## src/design/fbpe_pkg.sv

```systemverilog
`default_nettype none

package fbpe_pkg;

    // Field and register widths.
    localparam int WidthW    = 11;
    localparam int CoordW    = 10;
    localparam int OffW      = 7;
    localparam int PadW      = 8;
    localparam int ByteW     = 8;
    localparam int RowBytesW = 9;
    localparam int StrideW   = 10;
    localparam int ProdW     = WidthW + StrideW;
    localparam int AddrSumW  = ProdW + 1;
    localparam int PixBits   = 3;

    // Bus widths.
    localparam int ApbAddrW  = 4;
    localparam int ApbDataW  = 32;
    localparam int InTdataW  = 32;
    localparam int OutTdataW = 16;
    localparam int OutUsedW  = 1 + ByteW + 1;

    // Bit positions of the request fields in the slave-side tdata.
    localparam int CmdLsb = 0;
    localparam int XLsb   = 3;
    localparam int YLsb   = XLsb + CoordW;
    localparam int ValBit = YLsb + CoordW;
    localparam int OffLsb = ValBit + 1;

    localparam logic [WidthW-1:0] WidthReset  = 11'd128;
    localparam logic [WidthW-1:0] HeightReset = 11'd64;

    typedef enum logic [2:0] {
        CMD_WRITE    = 3'd0,
        CMD_READ     = 3'd1,
        CMD_TOGGLE   = 3'd2,
        CMD_CLEAR    = 3'd3,
        CMD_ROW_BYTE = 3'd4
    } t_cmd;

    typedef enum logic [1:0] {
        REG_WIDTH   = 2'd0,
        REG_HEIGHT  = 2'd1,
        REG_PORCH   = 2'd2,
        REG_TRAILER = 2'd3
    } t_reg_idx;

    typedef struct packed {
        logic [WidthW-1:0]    width;
        logic [WidthW-1:0]    height;
        logic [PadW-1:0]      porch;
        logic [PadW-1:0]      trailer;
        logic [RowBytesW-1:0] row_bytes;
        logic [StrideW-1:0]   stride;
    } t_cfg;

    typedef struct packed {
        logic [AddrSumW-1:0] addr;
        logic                err;
    } t_agen;

endpackage

`default_nettype wire

```

## src/design/fbpe_cfg.sv

```systemverilog
`default_nettype none

module fbpe_cfg (
    input  wire logic                           i_clk,
    input  wire logic                           i_rst_n,
    input  wire logic                           i_psel,
    input  wire logic                           i_penable,
    input  wire logic                           i_pwrite,
    input  wire logic [fbpe_pkg::ApbAddrW-1:0]  i_paddr,
    input  wire logic [fbpe_pkg::ApbDataW-1:0]  i_pwdata,
    output logic      [fbpe_pkg::ApbDataW-1:0]  o_prdata,
    output logic                                o_pready,
    output fbpe_pkg::t_cfg                      o_cfg
);
    import fbpe_pkg::*;

    logic [WidthW-1:0]   r_width;
    logic [WidthW-1:0]   r_height;
    logic [PadW-1:0]     r_porch;
    logic [PadW-1:0]     r_trailer;
    logic                wr_en;
    t_reg_idx            reg_idx;
    logic [WidthW:0]     width_round;
    logic [RowBytesW-1:0] row_bytes;

    assign o_pready = 1'b1;
    assign wr_en    = i_psel && i_penable && i_pwrite && o_pready;
    assign reg_idx  = t_reg_idx'(i_paddr[ApbAddrW-1:2]);

    always_ff @(posedge i_clk) begin
        if (!i_rst_n) begin
            r_width   <= WidthReset;
            r_height  <= HeightReset;
            r_porch   <= '0;
            r_trailer <= '0;
        end else if (wr_en) begin
            case (reg_idx)
                REG_WIDTH:   r_width   <= i_pwdata[WidthW-1:0];
                REG_HEIGHT:  r_height  <= i_pwdata[WidthW-1:0];
                REG_PORCH:   r_porch   <= i_pwdata[PadW-1:0];
                REG_TRAILER: r_trailer <= i_pwdata[PadW-1:0];
                default: ;
            endcase
        end
    end

    always_comb begin
        case (reg_idx)
            REG_WIDTH:   o_prdata = ApbDataW'(r_width);
            REG_HEIGHT:  o_prdata = ApbDataW'(r_height);
            REG_PORCH:   o_prdata = ApbDataW'(r_porch);
            REG_TRAILER: o_prdata = ApbDataW'(r_trailer);
            default:     o_prdata = '0;
        endcase
    end

    // Pixel bytes per row round the width up to whole bytes.
    assign width_round = (WidthW + 1)'(r_width) + (WidthW + 1)'(7);
    assign row_bytes   = width_round[WidthW:PixBits];

    assign o_cfg.width     = r_width;
    assign o_cfg.height    = r_height;
    assign o_cfg.porch     = r_porch;
    assign o_cfg.trailer   = r_trailer;
    assign o_cfg.row_bytes = row_bytes;
    assign o_cfg.stride    = StrideW'(row_bytes) + StrideW'(r_porch) + StrideW'(r_trailer);

endmodule

`default_nettype wire

```

## config.mk

```make
export PLATFORM = sky130hd
export DESIGN_NAME = fbpe_cfg
export DESIGN_NICKNAME = d
export VERILOG_FILES = /design/src/design/fbpe_pkg.sv /design/src/design/fbpe_cfg.sv
export SDC_FILE = /design/constraint.sdc
export NUM_CORES = 1
export LEC_CHECK = 0
export BUFFER_PORTS_ARGS = -buffer_cell sky130_fd_sc_hd__buf_2
export CAP_MARGIN = 20
export CELL_PAD_IN_SITES_DETAIL_PLACEMENT = 2
export CELL_PAD_IN_SITES_GLOBAL_PLACEMENT = 2
export CORE_MARGIN = 3
export CORE_UTILIZATION = 23
export CTS_CLUSTER_SIZE = 30
export DETAILED_ROUTE_END_ITERATION = 6
export GPL_TIMING_DRIVEN = 1
export PLACE_DENSITY = 0.81
export SYNTH_ARGS = -nofsm -noshare
export SYNTH_HDL_FRONTEND = slang
export SYNTH_SLANG_ARGS = --single-unit
```

## constraint.sdc

```tcl
create_clock -name i_clk -period 2.6 [get_ports i_clk]
set_input_delay 0.13 -clock i_clk [delete_from_list [all_inputs] [get_ports i_clk]]
set_output_delay 0.13 -clock i_clk [all_outputs]
set_load 0.02 [all_outputs]
```

==> flow_metrics.py <==
metrics = {
    "run_status": {
        "status": "finished, violations left",
        "violations": "setup timing",
    },
    "cts": {
        "path_clk_slew_ns": 0.08,
        "cts_tree": "yes",
        "cts_buffers": 5,
        "htreeDepth": 2,
        "clock_latency_ns": 0.30,
        "cts.sinks": 38,
        "cts_buffer_depth": 2,
        "cts_hold_buf": 0,
        "clockRootBuffer": "clkbuf_8",
    },
    "drt": {
        "wirelength_mm": 9.107,
        "via_per_inst": 4.329,
        "vias": 2147,
        "firstDrtPassIters": 4,
        "first_iter_violations": 38,
        "ant_nets": 0,
        "drc_errors": 0,
        "wl_per_cell_um": 18.36,
    },
    "synth": {
        "avgSynthCellArea_um2": 10.42,
        "postSynth.asyncResetShare": 0,
        "syn_inst": 239,
        "synth-edff-count": 0,
        "yosys.area.top_type_share": 0.3055,
        "yosysWarnings": 0,
        "synth_area_mm2": 0.002490,
        "synth_top_cell_by_area": "dfxtp_1",
        "yosysSeqAreaShare": 0.3055,
        "synth_top_flop_cell": "dfxtp_1",
        "ys_top_cells_by_area": "dfxtp_1, mux2i_1, nor2b_1",
        "yosys.cell_types.count": 36,
        "ys_ff_latch": 38,
    },
    "job": {
        "drv_cap": 0,
    },
    "floorplanning": {
        "core_mm2": 0.01042,
        "num_rows": 37,
        "die_area_mm2": 0.01211,
        "ios": 131,
        "initial_core_util": 0.2390,
        "die_h_um": 110.0,
        "die_w_um": 110.0,
    },
    "placed_design": {
        "dp_cells": 482,
        "preCtsSetupSlack_ns": -0.5597,
        "gp_congestion": 0.7202,
        "port_buffers": 85,
        "hpwl_mm": 6.904,
        "place_area_mm2": 0.003437,
    },
    "timing": {
        "finalHoldViolations": 0,
        "rsz0062_at_grt": "yes",
        "finalCritPeriodShare": 1.281,
        "layout_setup_ws_ns": -0.7308,
        "min_period_ns": 3.331,
        "finalSetupTns_ns": -4.359,
        "final-setup-viol-count": 8,
        "slew_violations": 0,
        "whs_ns": 0.1016,
        "relSlewSlack": 0.5904,
        "worst_slew_pin_slew_ns": 0.6144,
        "finClkSkew_ns": 0,
        "max_freq_mhz": 300.2,
    },
    "grt": {
        "met2_usage": 0.3029,
        "grt_max_degree": 39,
        "met1_usage": 0.1662,
        "antenna_found_initial": 0,
        "gr-total-overflow": 0,
        "track_usage": 0.1542,
        "grt_pass1_wl_mm": 13.81,
        "grt_pass1_vias": 2475,
        "grt_use_met3": 0.03902,
        "gr-max-usage-layer": "met2",
    },
    "final_layout": {
        "nFillCells": 1164,
        "finish.instance_area_mm2": 0.003755,
        "layout.nets": 417,
        "area_growth_pct": 50.80,
        "drive_gt1_frac": 0.5222,
        "n_antenna_cell": 0,
        "layout.cells.non_filler": 496,
    },
    "pwr": {
        "p_seq_frac": 0.458,
        "switching_share": 0.2795,
        "vdd_drop_max_v": 0.0001408,
        "power_switching_uw": 362.3,
        "p_leak_nw": 1.839,
        "comb_power_share": 0.162,
        "clkPwrFrac": 0.381,
        "p_int_uw": 933.8,
        "power_density_mw_per_mm2": 345.2,
    },
    "worst_setup_path": {
        "critical_path.endpoint_type": "output port",
        "critical_path_class": "flip-flop to output port",
        "cp-start-kind": "flip-flop",
        "crit_fanout": 2,
        "critPathRequiredTime_ns": 2.47,
        "cp_data_arrival_time_ns": 3.20,
    },
    "min_path": {
        "min-delay-path-class": "input port to flip-flop",
    },
}
==> synthesized netlist by cell type (2+ instances only) <==
master and n:
nor3_1 2, mux4_2 8, nor2_1 5, ha_1 8, nor2b_1 38, xnor2_1 8
xor2_1 6, clkbuf_1 4, nand2_1 6, fa_1 9, and2_4 2, nand3_1 2
buf_4 23, a211oi_1 2, a21oi_1 4, buf_2 3, mux2i_1 41, dfxtp_1 38
inv_1 11, o21ai_0 2, conb_1 2
==> power by group through the flow <==
stage / logic, mW / registers [mW] / clock network (mW)
after floorplan: 0.141 / 0.617 / 0
after global placement: 0.193 / 0.607 / 0
after detailed placement: 0.199 / 0.607 / 0
after CTS: 0.207 / 0.594 / 0.515
after global routing: 0.227 / 0.595 / 0.538
final: 0.209 / 0.593 / 0.493
==> placed cells by master (no fill, tap or decap), drive strengths merged <==
cell type,Yosys,routed
clkbuf,4,8
o31a,1,1
nand4,1,1
mux2i,41,41
and2,2,2
mux4,8,8
or3,2,2
xnor2,8,8
fa,9,9
a211oi,2,2
nand2b,1,1
nand3,2,2
inv,12,12
o41ai,1,1
dfxtp,38,38
or2,1,1
o21ai,3,3
nand2,6,6
nor3,2,2
conb,2,22
a21oi,4,4
xor2,6,6
nor2b,38,38
buf,27,124
nand3b,1,1
and4,1,1
and3,1,1
a21boi,1,1
nor2,6,6
ha,8,8
==> per-stage QoR <==
stage | util | power [mW]
3_5_place_dp | 0.3300 | 0.8066
5_1_grt | 0.3605 | 1.360
4_1_cts | 0.3563 | 1.316
3_3_place_gp | 0.3300 | 0.7997
2_1_floorplan | - | 0.7577
6_report | 0.3605 | 1.296
==> repair_timing <==
action	CTS	global route
pin swaps	21	5
buffers inserted	5	1
setup endpoints to repair	8	8
gates resized for setup	29	5
==> per-layer routing <==
| metal | vias up | part of all wire |
|---|---|---|
| met5 | - | 0 |
| met4 | 0 | 0.0066 |
| met3 | 6 | 0.057 |
| met2 | 74 | 0.56 |
| met1 | 1073 | 0.38 |
| li1 | 994 | - |
==> worst max-delay path, stage by stage (launching register included) <==
cell and delay (ns):
dfxtp_4 0.34, o31a_1 0.32, buf_4 0.16, xor2_4 0.15
fa_1 0.58, ha_4 0.16, inv_2 0.03, fa_2 0.35
nor2b_2 0.14, o21ai_2 0.09, a21oi_4 0.19, a211oi_4 0.06
xnor2_2 0.16, buf_4 0.17
==> sequential cells by signal, summed over array words and instances, names as in the netlist <==
| name | cells |
|---|---|
| r_trailer | 8 |
| r_width | 11 |
| r_height | 11 |
| r_porch | 8 |
==> worst paths after layout <==
| kind | from | to | slack [ns] | cells past startpoint |
|---|---|---|---|---|
| worst min-delay path | i_pwdata[6] | r_height[6] | 0.10 | 3 |
| worst max-delay path | r_width[0] | o_cfg[7] | -0.73 | 13 |
| worst max register to register | r_width[7] | r_width[7] | 1.67 | 3 |
| worst min register to register | r_height[6] | r_height[6] | 0.52 | 2 |
==> cells by family (layout without fill, tap and decap cells) <==
kind of cell,count (synthesis),in the layout,synth area share
multiplexers,49,49,0.2372
other,2,22,0.003016
buffers and inverters,43,144,0.1040
flip-flops,38,38,0.3055
adder cells (fa/ha/maj),17,17,0.1126
XOR/XNOR,14,14,0.04925
AO/OA/AOI/OAI,12,12,0.03015
AND/OR/NAND/NOR,64,64,0.1583
==> cell type report <==
| type | count | area (um2) | area share |
|---|---|---|---|
| Multi-Input combinational cell | 178 | 1883 | 0.5015 |
| Tap cell | 136 | 170.2 | 0.04532 |
| Timing Repair Buffer | 124 | 770.7 | 0.2053 |
| Inverter | 12 | 45.04 | 0.01200 |
| Clock buffer | 8 | 110.1 | 0.02932 |
| Sequential cell | 38 | 775.7 | 0.2066 |
Power figures use the tool's default switching activity.
