--- config.mk ---
export PLATFORM = sky130hd
export DESIGN_NAME = fbpe_agen
export DESIGN_NICKNAME = d
export VERILOG_FILES = /design/src/design/fbpe_pkg.sv /design/src/design/fbpe_agen.sv
export SDC_FILE = /design/constraint.sdc
export NUM_CORES = 1
export LEC_CHECK = 0
export ABC_AREA = 1
export ABC_CLOCK_PERIOD_IN_PS = 8500
export BUFFER_PORTS_ARGS = -buffer_cell sky130_fd_sc_hd__buf_2
export CAP_MARGIN = 5
export CORE_ASPECT_RATIO = 1.75
export CORE_MARGIN = 3
export CORE_UTILIZATION = 40
export DETAILED_ROUTE_END_ITERATION = 12
export PLACE_DENSITY = 0.59
export SYNTH_ARGS = -nofsm -noshare
export SYNTH_HDL_FRONTEND = slang
export SYNTH_SLANG_ARGS = --single-unit
--- constraint.sdc ---
create_clock -name i_clk -period 8.5 [get_ports i_clk]
set_input_delay 0 -clock i_clk [delete_from_list [all_inputs] [get_ports i_clk]]
set_output_delay 0 -clock i_clk [all_outputs]
set_load 0.05 [all_outputs]
--- src/design/fbpe_pkg.sv ---
`default_nettype none

package fbpe_pkg;

    // Field and register widths.
    localparam int WidthW    = 11;
    localparam int CoordW    = 10;
    localparam int OffW      = 7;
    localparam int PadW      = 8;
    localparam int ByteW     = 8;
    localparam int RowBytesW = 9;
    localparam int StrideW   = 10;
    localparam int ProdW     = WidthW + StrideW;
    localparam int AddrSumW  = ProdW + 1;
    localparam int PixBits   = 3;

    // Bus widths.
    localparam int ApbAddrW  = 4;
    localparam int ApbDataW  = 32;
    localparam int InTdataW  = 32;
    localparam int OutTdataW = 16;
    localparam int OutUsedW  = 1 + ByteW + 1;

    // Bit positions of the request fields in the slave-side tdata.
    localparam int CmdLsb = 0;
    localparam int XLsb   = 3;
    localparam int YLsb   = XLsb + CoordW;
    localparam int ValBit = YLsb + CoordW;
    localparam int OffLsb = ValBit + 1;

    localparam logic [WidthW-1:0] WidthReset  = 11'd128;
    localparam logic [WidthW-1:0] HeightReset = 11'd64;

    typedef enum logic [2:0] {
        CMD_WRITE    = 3'd0,
        CMD_READ     = 3'd1,
        CMD_TOGGLE   = 3'd2,
        CMD_CLEAR    = 3'd3,
        CMD_ROW_BYTE = 3'd4
    } t_cmd;

    typedef enum logic [1:0] {
        REG_WIDTH   = 2'd0,
        REG_HEIGHT  = 2'd1,
        REG_PORCH   = 2'd2,
        REG_TRAILER = 2'd3
    } t_reg_idx;

    typedef struct packed {
        logic [WidthW-1:0]    width;
        logic [WidthW-1:0]    height;
        logic [PadW-1:0]      porch;
        logic [PadW-1:0]      trailer;
        logic [RowBytesW-1:0] row_bytes;
        logic [StrideW-1:0]   stride;
    } t_cfg;

    typedef struct packed {
        logic [AddrSumW-1:0] addr;
        logic                err;
    } t_agen;

endpackage

`default_nettype wire

--- src/design/fbpe_agen.sv ---
`default_nettype none

module fbpe_agen #(
    parameter int MEM_BYTES = 4096
) (
    input  wire logic                         i_clk,
    input  wire logic                         i_load,
    input  wire fbpe_pkg::t_cmd               i_cmd,
    input  wire logic [fbpe_pkg::CoordW-1:0]  i_y,
    input  wire fbpe_pkg::t_cfg               i_cfg,
    input  wire fbpe_pkg::t_cmd               i_req_cmd,
    input  wire logic [fbpe_pkg::CoordW-1:0]  i_req_x,
    input  wire logic [fbpe_pkg::CoordW-1:0]  i_req_y,
    input  wire logic [fbpe_pkg::OffW-1:0]    i_req_off,
    output fbpe_pkg::t_agen                   o_agen
);
    import fbpe_pkg::*;

    localparam logic [AddrSumW-1:0] MemLimit = AddrSumW'(MEM_BYTES);

    logic [WidthW-1:0]   mul_a;
    logic [ProdW-1:0]    r_prod;
    logic [AddrSumW-1:0] prod_ext;
    logic [AddrSumW-1:0] sum_pix;
    logic [AddrSumW-1:0] sum_row;
    logic                y_out;
    logic                over;

    // A clear multiplies the height by the stride, every other request its row.
    assign mul_a = (i_cmd == CMD_CLEAR) ? i_cfg.height : WidthW'(i_y);

    always_ff @(posedge i_clk) begin
        if (i_load) begin
            r_prod <= ProdW'(mul_a) * ProdW'(i_cfg.stride);
        end
    end

    assign prod_ext = AddrSumW'(r_prod);
    assign sum_pix  = prod_ext + AddrSumW'(i_cfg.porch)
                    + AddrSumW'(i_req_x[CoordW-1:PixBits]);
    assign sum_row  = prod_ext + AddrSumW'(i_cfg.porch) + AddrSumW'(i_req_off);
    assign y_out    = WidthW'(i_req_y) >= i_cfg.height;
    assign over     = prod_ext > MemLimit;

    always_comb begin
        case (i_req_cmd)
            CMD_WRITE, CMD_READ, CMD_TOGGLE: begin
                o_agen.addr = sum_pix;
                o_agen.err  = (WidthW'(i_req_x) >= i_cfg.width) || y_out
                            || (sum_pix >= MemLimit);
            end
            CMD_ROW_BYTE: begin
                o_agen.addr = sum_row;
                o_agen.err  = (RowBytesW'(i_req_off) >= i_cfg.row_bytes) || y_out
                            || (sum_row >= MemLimit);
            end
            CMD_CLEAR: begin
                // The sweep length is capped at the memory size.
                o_agen.addr = over ? MemLimit : prod_ext;
                o_agen.err  = over;
            end
            default: begin
                o_agen.addr = sum_pix;
                o_agen.err  = 1'b1;
            end
        endcase
    end

endmodule

`default_nettype wire

==> out/qor.txt, run 1 <==
DRT Pass-1 Iters = 5
GR Util All Layers = 0.2316
Fin crit share = 0.7283
Syn Nets = 1489
Vias in the first global route = 8406
P&R area growth vs syn = 11.52%
CTS Buf Count = 3
Hold Crit Class = input port to flop
Cts hold-fix bufs = 0
Fillcell total = 2135
Number of flops mapped to enable cells by yosys = 21
Count leader, synth = nand2_1
I/O pin total = 125
TNS Setup = 0 ps
Util after Layout = 0.4552
GPL Wtd Cong = 0.9552
PD cells = 347.5 mW/mm²
Final Hold Violating Endpoints = 0
Critical Path RT = 8500 ps
DP HPWL = 22.75 mm
Synth warn = 0
Die ar. = 0.02204 mm²
Largest register FFs = 21
Syn_area_per_cell = 6.693 µm²
First-iteration detailed-routing DRC count = 347
Synth unique cells = 47
Synthesis-stage register bit count = 21
Status = complete, no violations
Via count = 8093
Vias/cell = 5.171
DRC viols = 0
Die Span X = 113.5 µm
Largest Register = r_prod
Tmin final = 6191 ps
WS Path Type = input port to flop
Post-route ant nets = 0
Worst path arrival time = 6190 ps
CTS tree = done
Ant. Diodes = 0
Register area = 630.6 µm²
Routed len/inst = 16.37 µm
Top-area cell type share of the netlist area = 0.1806
Total Routed Length = 25.61 mm
Dominant cell type by area after synthesis = fa_1
Number of setup violations in the final report = 0
Overflow after GRT = 0
Maxcap violations = 0
Port Buffers = 116
Final Max Tran Viols = 0
Crit. End Element = flop
Maximum fanout along the worst path = 11
FFs w/ async S/R, synth = 0
Initial antenna violation count = 0
Starting density of the core = 0.4082
Largest net degree at the start of global routing = 22
Die H = 194.2 µm
Clock root cell = clkbuf_16
Share of layout cells above drive strength 1 = 0.1500
Core ar. = 0.01982 mm²
Startpoint types = input port
Global-route wire length before repair = 40.56 mm
Post-cts resize count = 0
Top cells by count, synth = nand2_1, inv_1, nor2_1
Max Buffers Root-to-Sink = 2
RSZ-0062 raised after global routing = no
Cells after Synth = 1209
Area of the multi-input gates = 0.006566 mm²
Top FF cell, synth = edfxtp_1
Netlist Area Pre-Place = 0.008092 mm²
Max-slew headroom = 0.2520
CTS H-tree depth = 1
Worst-Margin Slew = 1110 ps
Synth area leaders = fa_1, ha_1, nand2_1
Seq/Total Area, Yosys = 0.07793
Fmax = 161.5 MHz
IR drop worst, VDD = 0.0003883 V
Nets = 1601
Num rows = 68
Leak = 5.103 nW
Setup bufs post-CTS = 0
Top Registers = r_prod: 21 flops
CTS clk-pin slew, worst paths = 50 ps
Clock sink count = 21
## path summary, 6_finish.rpt
| check | startpoint | endpoint | slack, ps | cells past startpoint |
|---|---|---|---|---|
| hold / removal | i_load | r_prod[5]$_DFFE_PP_ | 230 | 1 |
| setup / recovery | i_cmd[1] | r_prod[20]$_DFFE_PP_ | 2310 | 23 |
## through the flow
stage | cell area (µm²) | cells | setup WS [ps] | hold slack [ps] | power, mW
detailed placement | 8945 | 1561 | 2027 | 477.7 | 3.047
global route | 9024 | 1565 | 1766 | 250.0 | 3.481
CTS | 9024 | 1565 | 2280 | 235.1 | 3.161
floorplan | 8092 | 1209 | 3254 | 112.5 | 2.347
finish | 9024 | 1565 | 2309 | 231.7 | 3.136
global placement | 8945 | 1561 | 2115 | 471.2 | 3.031
## report_power, final
| group | leakage [nW] | switching, mW | internal [mW] |
|---|---|---|---|
| clock | 0.0382 | 0.0335 | 0.0638 |
| sequential | 0.205 | 0.0575 | 0.228 |
| combinational | 4.86 | 1.86 | 0.891 |
| total | 5.10 | 1.95 | 1.18 |
## cells in the final DEF (no fill, tap or decap), drive strengths merged, types with 3 or more instances in the layout
cell type / instances
and2: 3
o21ai: 28
o22ai: 3
nand3b: 6
a21oi: 41
ha: 105
or2: 13
inv: 227
nand4: 26
o31ai: 3
o221ai: 7
clkbuf: 4
nor3: 5
xnor2: 8
a21o: 3
o21bai: 5
o211ai: 8
nor2: 137
xor2: 22
fa: 73
nand3: 85
buf: 116
edfxtp: 21
nand2: 357
## worst max-delay path: stages
cell      delay [ps]
buf_2             70
nand2_1           40
nor2_1           380
inv_1            270
o21ai_0          920
inv_1            370
nand2_1          170
fa_1             410
inv_1             80
fa_1             450
fa_1             470
fa_1             580
inv_1             70
fa_1             530
inv_1             40
ha_1             330
nand2_1           60
o21ai_0          290
nand2_1          130
o21bai_1         260
nand2_1          110
nand3b_1          90
nand2_1           60
## per-layer routing
metal | GRT usage | up-vias | part of all wire
met2 | 0.4748 | 226 | 0.57
met5 | 0 | - | 0
li1 | - | 4061 | -
met3 | 0.01218 | 83 | 0.034
met1 | 0.2110 | 3723 | 0.33
met4 | 0.1408 | 0 | 0.073
## logic make-up after synthesis
group,Yosys count,share of synthesized area
AO/OA/AOI/OAI,106,0.08041
buffers and inverters,238,0.1106
flip-flops,21,0.07793
XOR/XNOR,30,0.03247
AND/OR/NAND/NOR,636,0.3557
adder cells (fa/ha/maj),178,0.3430
## area by class of cell
cell class,count,share of cell area
inverter,229,0.09540
tap,245,0.03397
timing repair buffer,116,0.06434
clock buffer,4,0.008735
sequential,21,0.06988
multi-input combinational,950,0.7277
No activity file was read; power rests on OpenSTA's default activity.
==> run 2, diff against run 1 <==
--- a/config.mk
+++ b/config.mk
@@ -6,7 +6,7 @@
 export NUM_CORES = 1
 export LEC_CHECK = 0
 export ABC_AREA = 1
-export ABC_CLOCK_PERIOD_IN_PS = 8500
+export ABC_CLOCK_PERIOD_IN_PS = 6400
 export BUFFER_PORTS_ARGS = -buffer_cell sky130_fd_sc_hd__buf_2
 export CAP_MARGIN = 5
 export CORE_ASPECT_RATIO = 1.75
==> constraint.sdc (replaced) <==
create_clock -name i_clk -period 6.4 [get_ports i_clk]
set_input_delay 0 -clock i_clk [delete_from_list [all_inputs] [get_ports i_clk]]
set_output_delay 0 -clock i_clk [all_outputs]
set_load 0.05 [all_outputs]
==> out/qor.txt, run 2 (same netlist as run 1, synthesis figures left out) <==
Maximum fanout along the worst path = 11
IR drop worst, VDD = 0.0004317 V
Clk pwr share = 0.031
Switch Pwr = 2.578 mW
Fmax = 185.4 MHz
DRT Pass-1 Iters = 5
Ant. Diodes = 0
Via count = 8122
Critical Path RT = 6400 ps
RSZ-0062 raised after global routing = no
GR Util All Layers = 0.2320
Final Hold Violating Endpoints = 0
Fin crit share = 0.8430
Util after Layout = 0.4590
Port Buffers = 116
Post-cts resize count = 0
Clock sink count = 21
Final total power = 4.142 mW
Hold Crit Class = input port to flop
Startpoint types = input port
PD cells = 455.3 mW/mm²
Tmin final = 5395 ps
TNS Setup = 0 ps
DP Worst Slack = 685.2 ps
Top Registers = r_prod: 21 flops
I/O pin total = 125
Worst setup startpoint = i_cmd[1]
Maxcap violations = 0
Switching share of power = 0.6223
Share of layout cells above drive strength 1 = 0.1564
Total Routed Length = 25.57 mm
Die ar. = 0.02204 mm²
Global-route wire length before repair = 40.71 mm
Setup bufs post-CTS = 0
Clock root cell = clkbuf_16
Largest net degree at the start of global routing = 22
Final Max Tran Viols = 0
Seq pwr share = 0.091
CTS Buf Count = 3
Starting density of the core = 0.4082
Post-route ant nets = 0
Layout Cells excl Fill = 1575
Max Buffers Root-to-Sink = 2
P&R area growth vs syn = 12.45%
Leading cell types in the layout, fill and taps excluded = nand2_1, inv_1, nor2_1
Worst path arrival time = 5400 ps
Largest Register = r_prod
Final worst slack = 1005 ps
Die Span X = 113.5 µm
GPL Wtd Cong = 0.9419
Cts hold-fix bufs = 0
CTS tree = done
Crit. End Element = flop
DP Cell Count = 1571
Vias/cell = 5.157
Overflow after GRT = 0
Dpl cell area = 0.009020 mm²
Crit path capture = r_prod[20]$_DFFE_PP_
Cell area after layout = 0.009099 mm²
CTS clk-pin slew, worst paths = 50 ps
DRC viols = 0
Worst-Margin Slew = 842.7 ps
Nets = 1611
CTS H-tree depth = 1
WS Path Type = input port to flop
Internal power = 1.565 mW
DP HPWL = 22.98 mm
Status = complete, no violations
Core ar. = 0.01982 mm²
Routed len/inst = 16.23 µm
Leak = 5.151 nW
Power share of the combinational group = 0.878
Num rows = 68
Largest register FFs = 21
First-iteration detailed-routing DRC count = 470
Max-slew headroom = 0.4309
Die H = 194.2 µm
Number of setup violations in the final report = 0
Vias in the first global route = 8475
Most common cell after layout, fill and taps aside = nand2_1
Initial antenna violation count = 0
Hold slack final = 229.7 ps
-- run 2: worst max-delay path: stages --
cell,delay (ps)
buf_2,70
nand2_1,40
nor2_1,230
inv_1,220
or2_2,310
o21a_1,130
inv_1,220
nor2_1,100
fa_1,460
fa_1,500
ha_1,330
fa_1,520
fa_1,500
ha_1,380
inv_1,50
o21bai_1,200
nand2_1,70
nand2_1,60
a21oi_1,80
o21ai_0,250
nand2_1,120
o21bai_1,270
nand2_1,110
nand3b_1,90
nand2_1,60
-- run 2: worst min path at each step --
| stage | cells past startpoint | to | startpoint | slack (ps) |
|---|---|---|---|---|
| after floorplan | 0 | r_prod[0]$_DFFE_PP_ | i_load | 110 |
| after global placement | 5 | o_agen[0] | i_req_cmd[2] | 470 |
| after detailed placement | 5 | o_agen[0] | i_req_cmd[2] | 490 |
| after CTS | 1 | r_prod[7]$_DFFE_PP_ | i_load | 240 |
| after global routing | 1 | r_prod[6]$_DFFE_PP_ | i_load | 260 |
| final | 1 | r_prod[6]$_DFFE_PP_ | i_load | 230 |
-- run 2: per-layer routing --
layer	global-route usage	up-vias	wire length, µm
li1	-	4081	-
met1	0.2083	3722	8352
met2	0.4721	243	14340
met3	0.008745	76	824
met4	0.1604	0	2051
met5	0	-	0
-- run 2: cell type report --
type                       instances  area (µm²)
clock buffer                       4       78.83
fill                            2130       10730
inverter                         229       860.8
multi-input combinational        950        6566
sequential                        21       630.6
tap                              245       306.5
timing repair buffer             126       655.6
-- run 2: power by group through the flow --
stage / logic (mW) / registers [mW] / clock network (mW)
3_5_place_dp: 3.64 / 0.379 / 0
2_1_floorplan: 2.77 / 0.347 / 0
5_1_grt: 4.09 / 0.384 / 0.138
6_report: 3.64 / 0.377 / 0.129
4_1_cts: 3.67 / 0.376 / 0.131
3_3_place_gp: 3.62 / 0.379 / 0
==> run 3, diff against run 2 <==
--- a/config.mk
+++ b/config.mk
@@ -6,14 +6,14 @@
 export NUM_CORES = 1
 export LEC_CHECK = 0
 export ABC_AREA = 1
-export ABC_CLOCK_PERIOD_IN_PS = 6400
+export ABC_CLOCK_PERIOD_IN_PS = 4850
 export BUFFER_PORTS_ARGS = -buffer_cell sky130_fd_sc_hd__buf_2
 export CAP_MARGIN = 5
 export CORE_ASPECT_RATIO = 1.75
 export CORE_MARGIN = 3
 export CORE_UTILIZATION = 40
 export DETAILED_ROUTE_END_ITERATION = 12
-export PLACE_DENSITY = 0.59
+export PLACE_DENSITY = 0.61
 export SYNTH_ARGS = -nofsm -noshare
 export SYNTH_HDL_FRONTEND = slang
 export SYNTH_SLANG_ARGS = --single-unit
==> constraint.sdc (replaced) <==
create_clock -name i_clk -period 4.85 [get_ports i_clk]
set_input_delay 0 -clock i_clk [delete_from_list [all_inputs] [get_ports i_clk]]
set_output_delay 0 -clock i_clk [all_outputs]
set_load 0.05 [all_outputs]
==> out/qor.txt, run 3 (same netlist as run 1, synthesis figures left out) <==
Status = complete, no violations
Startpoint types = input port
Global-route wire length before repair = 39.83 mm
Top Registers = r_prod: 21 flops
Tmin final = 4696 ps
Largest register FFs = 21
Vias/cell = 5.098
Starting density of the core = 0.4082
Post-route ant nets = 0
Dpl cell area = 0.009532 mm²
Maximum fanout along the worst path = 5
PD cells = 630.8 mW/mm²
Max Buffers Root-to-Sink = 2
Fin crit share = 0.9683
Hold path startpoint = i_load
Cell area after layout = 0.009967 mm²
Overflow after GRT = 0
IR drop worst, VDD = 0.0004997 V
Fillcell total = 2085
Largest net degree at the start of global routing = 22
Via count = 8387
Clock root cell = clkbuf_16
Worst-Margin Slew = 653.1 ps
Routed len/inst = 15.10 µm
Die Span X = 113.5 µm
I/O pin total = 125
Worst path arrival time = 4700 ps
Clock sink count = 21
Vias in the first global route = 8760
DRC viols = 0
WHS Path Cells = 1
Core ar. = 0.01982 mm²
Share of layout cells above drive strength 1 = 0.2429
Number of setup violations in the final report = 0
Max-slew headroom = 0.5607
Final worst slack = 153.8 ps
GR Util All Layers = 0.2248
WS Path Type = input port to flop
GPL Wtd Cong = 0.9495
Critical Path RT = 4860 ps
Num rows = 68
Leading cell types in the layout, fill and taps excluded = nand2_1, inv_1, nor2_1
Port Buffers = 116
Area of the multi-input gates = 0.006870 mm²
DP Worst Slack = -363.3 ps
Maxcap violations = 0
RSZ-0062 raised after global routing = yes
CTS H-tree depth = 1
P&R area growth vs syn = 23.18%
Hold Path End = r_prod[18]$_DFFE_PP_
CTS clk-pin slew, worst paths = 50 ps
DP HPWL = 22.29 mm
CTS Buf Count = 3
Final Max Tran Viols = 0
Final Hold Violating Endpoints = 0
Initial antenna violation count = 0
DRT Pass-1 Iters = 5
Register area = 630.6 µm²
Total Routed Length = 24.84 mm
First-iteration detailed-routing DRC count = 418
Leak = 5.530 nW
Die ar. = 0.02204 mm²
Hold Crit Class = input port to flop
Fmax = 212.9 MHz
Most common cell after layout, fill and taps aside = nand2_1
Crit. End Element = flop
Die H = 194.2 µm
Ant. Diodes = 0
Largest Register = r_prod
CTS tree = done
Nets = 1681
## run 3: what timing repair did
| item | 4_1_cts | 5_1_grt |
|---|---|---|
| gates resized for setup | 10 | 63 |
| pin swaps | 0 | 47 |
| gates cloned | 1 | 0 |
| endpoints found under the setup margin | 4 | 10 |
| buffers inserted | 1 | 10 |
| hold buffers | 0 | 0 |
## run 3: worst max-delay path: stages
cell and delay, ps:
buf_6 70, nand2_4 50, nor2_4 140, buf_6 120, or2_4 120, o21ai_4 60
inv_2 80, nand2_2 60, fa_1 560, inv_1 60, fa_1 510, inv_2 50
fa_1 510, inv_2 40, fa_1 490, inv_1 50, fa_1 490, inv_2 50
ha_4 230, a21oi_4 160, inv_2 60, a31oi_4 170, o21ai_2 90, nand2_1 80
nand2_2 60, nand3b_1 90, o211ai_1 100, xor2_1 170
## run 3: stage by stage
step	power, mW	setup TNS [ps]	std cells	utilization	hold WS, ps
floorplan	4.198	0	1209	-	112.5
global placement	5.706	-1696	1629	0.4808	456.1
detailed placement	5.768	-2234	1629	0.4808	465.6
CTS	6.016	0	1635	0.4874	225.9
global route	6.934	-23.83	1645	0.5028	246.5
finish	6.287	0	1645	0.5028	213.1
## run 3: how the worst max path moves through the flow
stage	from	endpoint	slack (ps)	cells after the start
3_3_place_gp	i_cmd[1]	r_prod[20]$_DFFE_PP_	-290	28
2_1_floorplan	i_cmd[1]	r_prod[17]$_DFFE_PP_	2	27
5_1_grt	i_cmd[0]	r_prod[17]$_DFFE_PP_	-20	28
4_1_cts	i_cmd[1]	r_prod[20]$_DFFE_PP_	0.5	31
6_report	i_cmd[0]	r_prod[17]$_DFFE_PP_	150	28
3_5_place_dp	i_cmd[1]	r_prod[20]$_DFFE_PP_	-360	28
## run 3: per-layer routing
| metal | part of all wire | wire length [µm] | GRT usage |
|---|---|---|---|
| met4 | 0.063 | 1576 | 0.1457 |
| met3 | 0.026 | 652 | 0.009681 |
| met2 | 0.57 | 14210 | 0.4536 |
| met1 | 0.34 | 8396 | 0.2086 |
| met5 | 0 | 0 | 0 |
## run 3: where the power goes
group	internal, mW	switching (mW)	total [mW]
Sequential	0.400	0.0955	0.495
Clock	0.112	0.0616	0.174
Combinational	2.21	3.41	5.62
## run 3: cell type report
| cell class | count | area share |
|---|---|---|
| Tap cell | 245 | 0.03076 |
| Clock buffer | 4 | 0.007909 |
| Sequential cell | 21 | 0.06327 |
| Multi-Input combinational cell | 950 | 0.6893 |
| Inverter | 229 | 0.08637 |
| Timing Repair Buffer | 196 | 0.1224 |
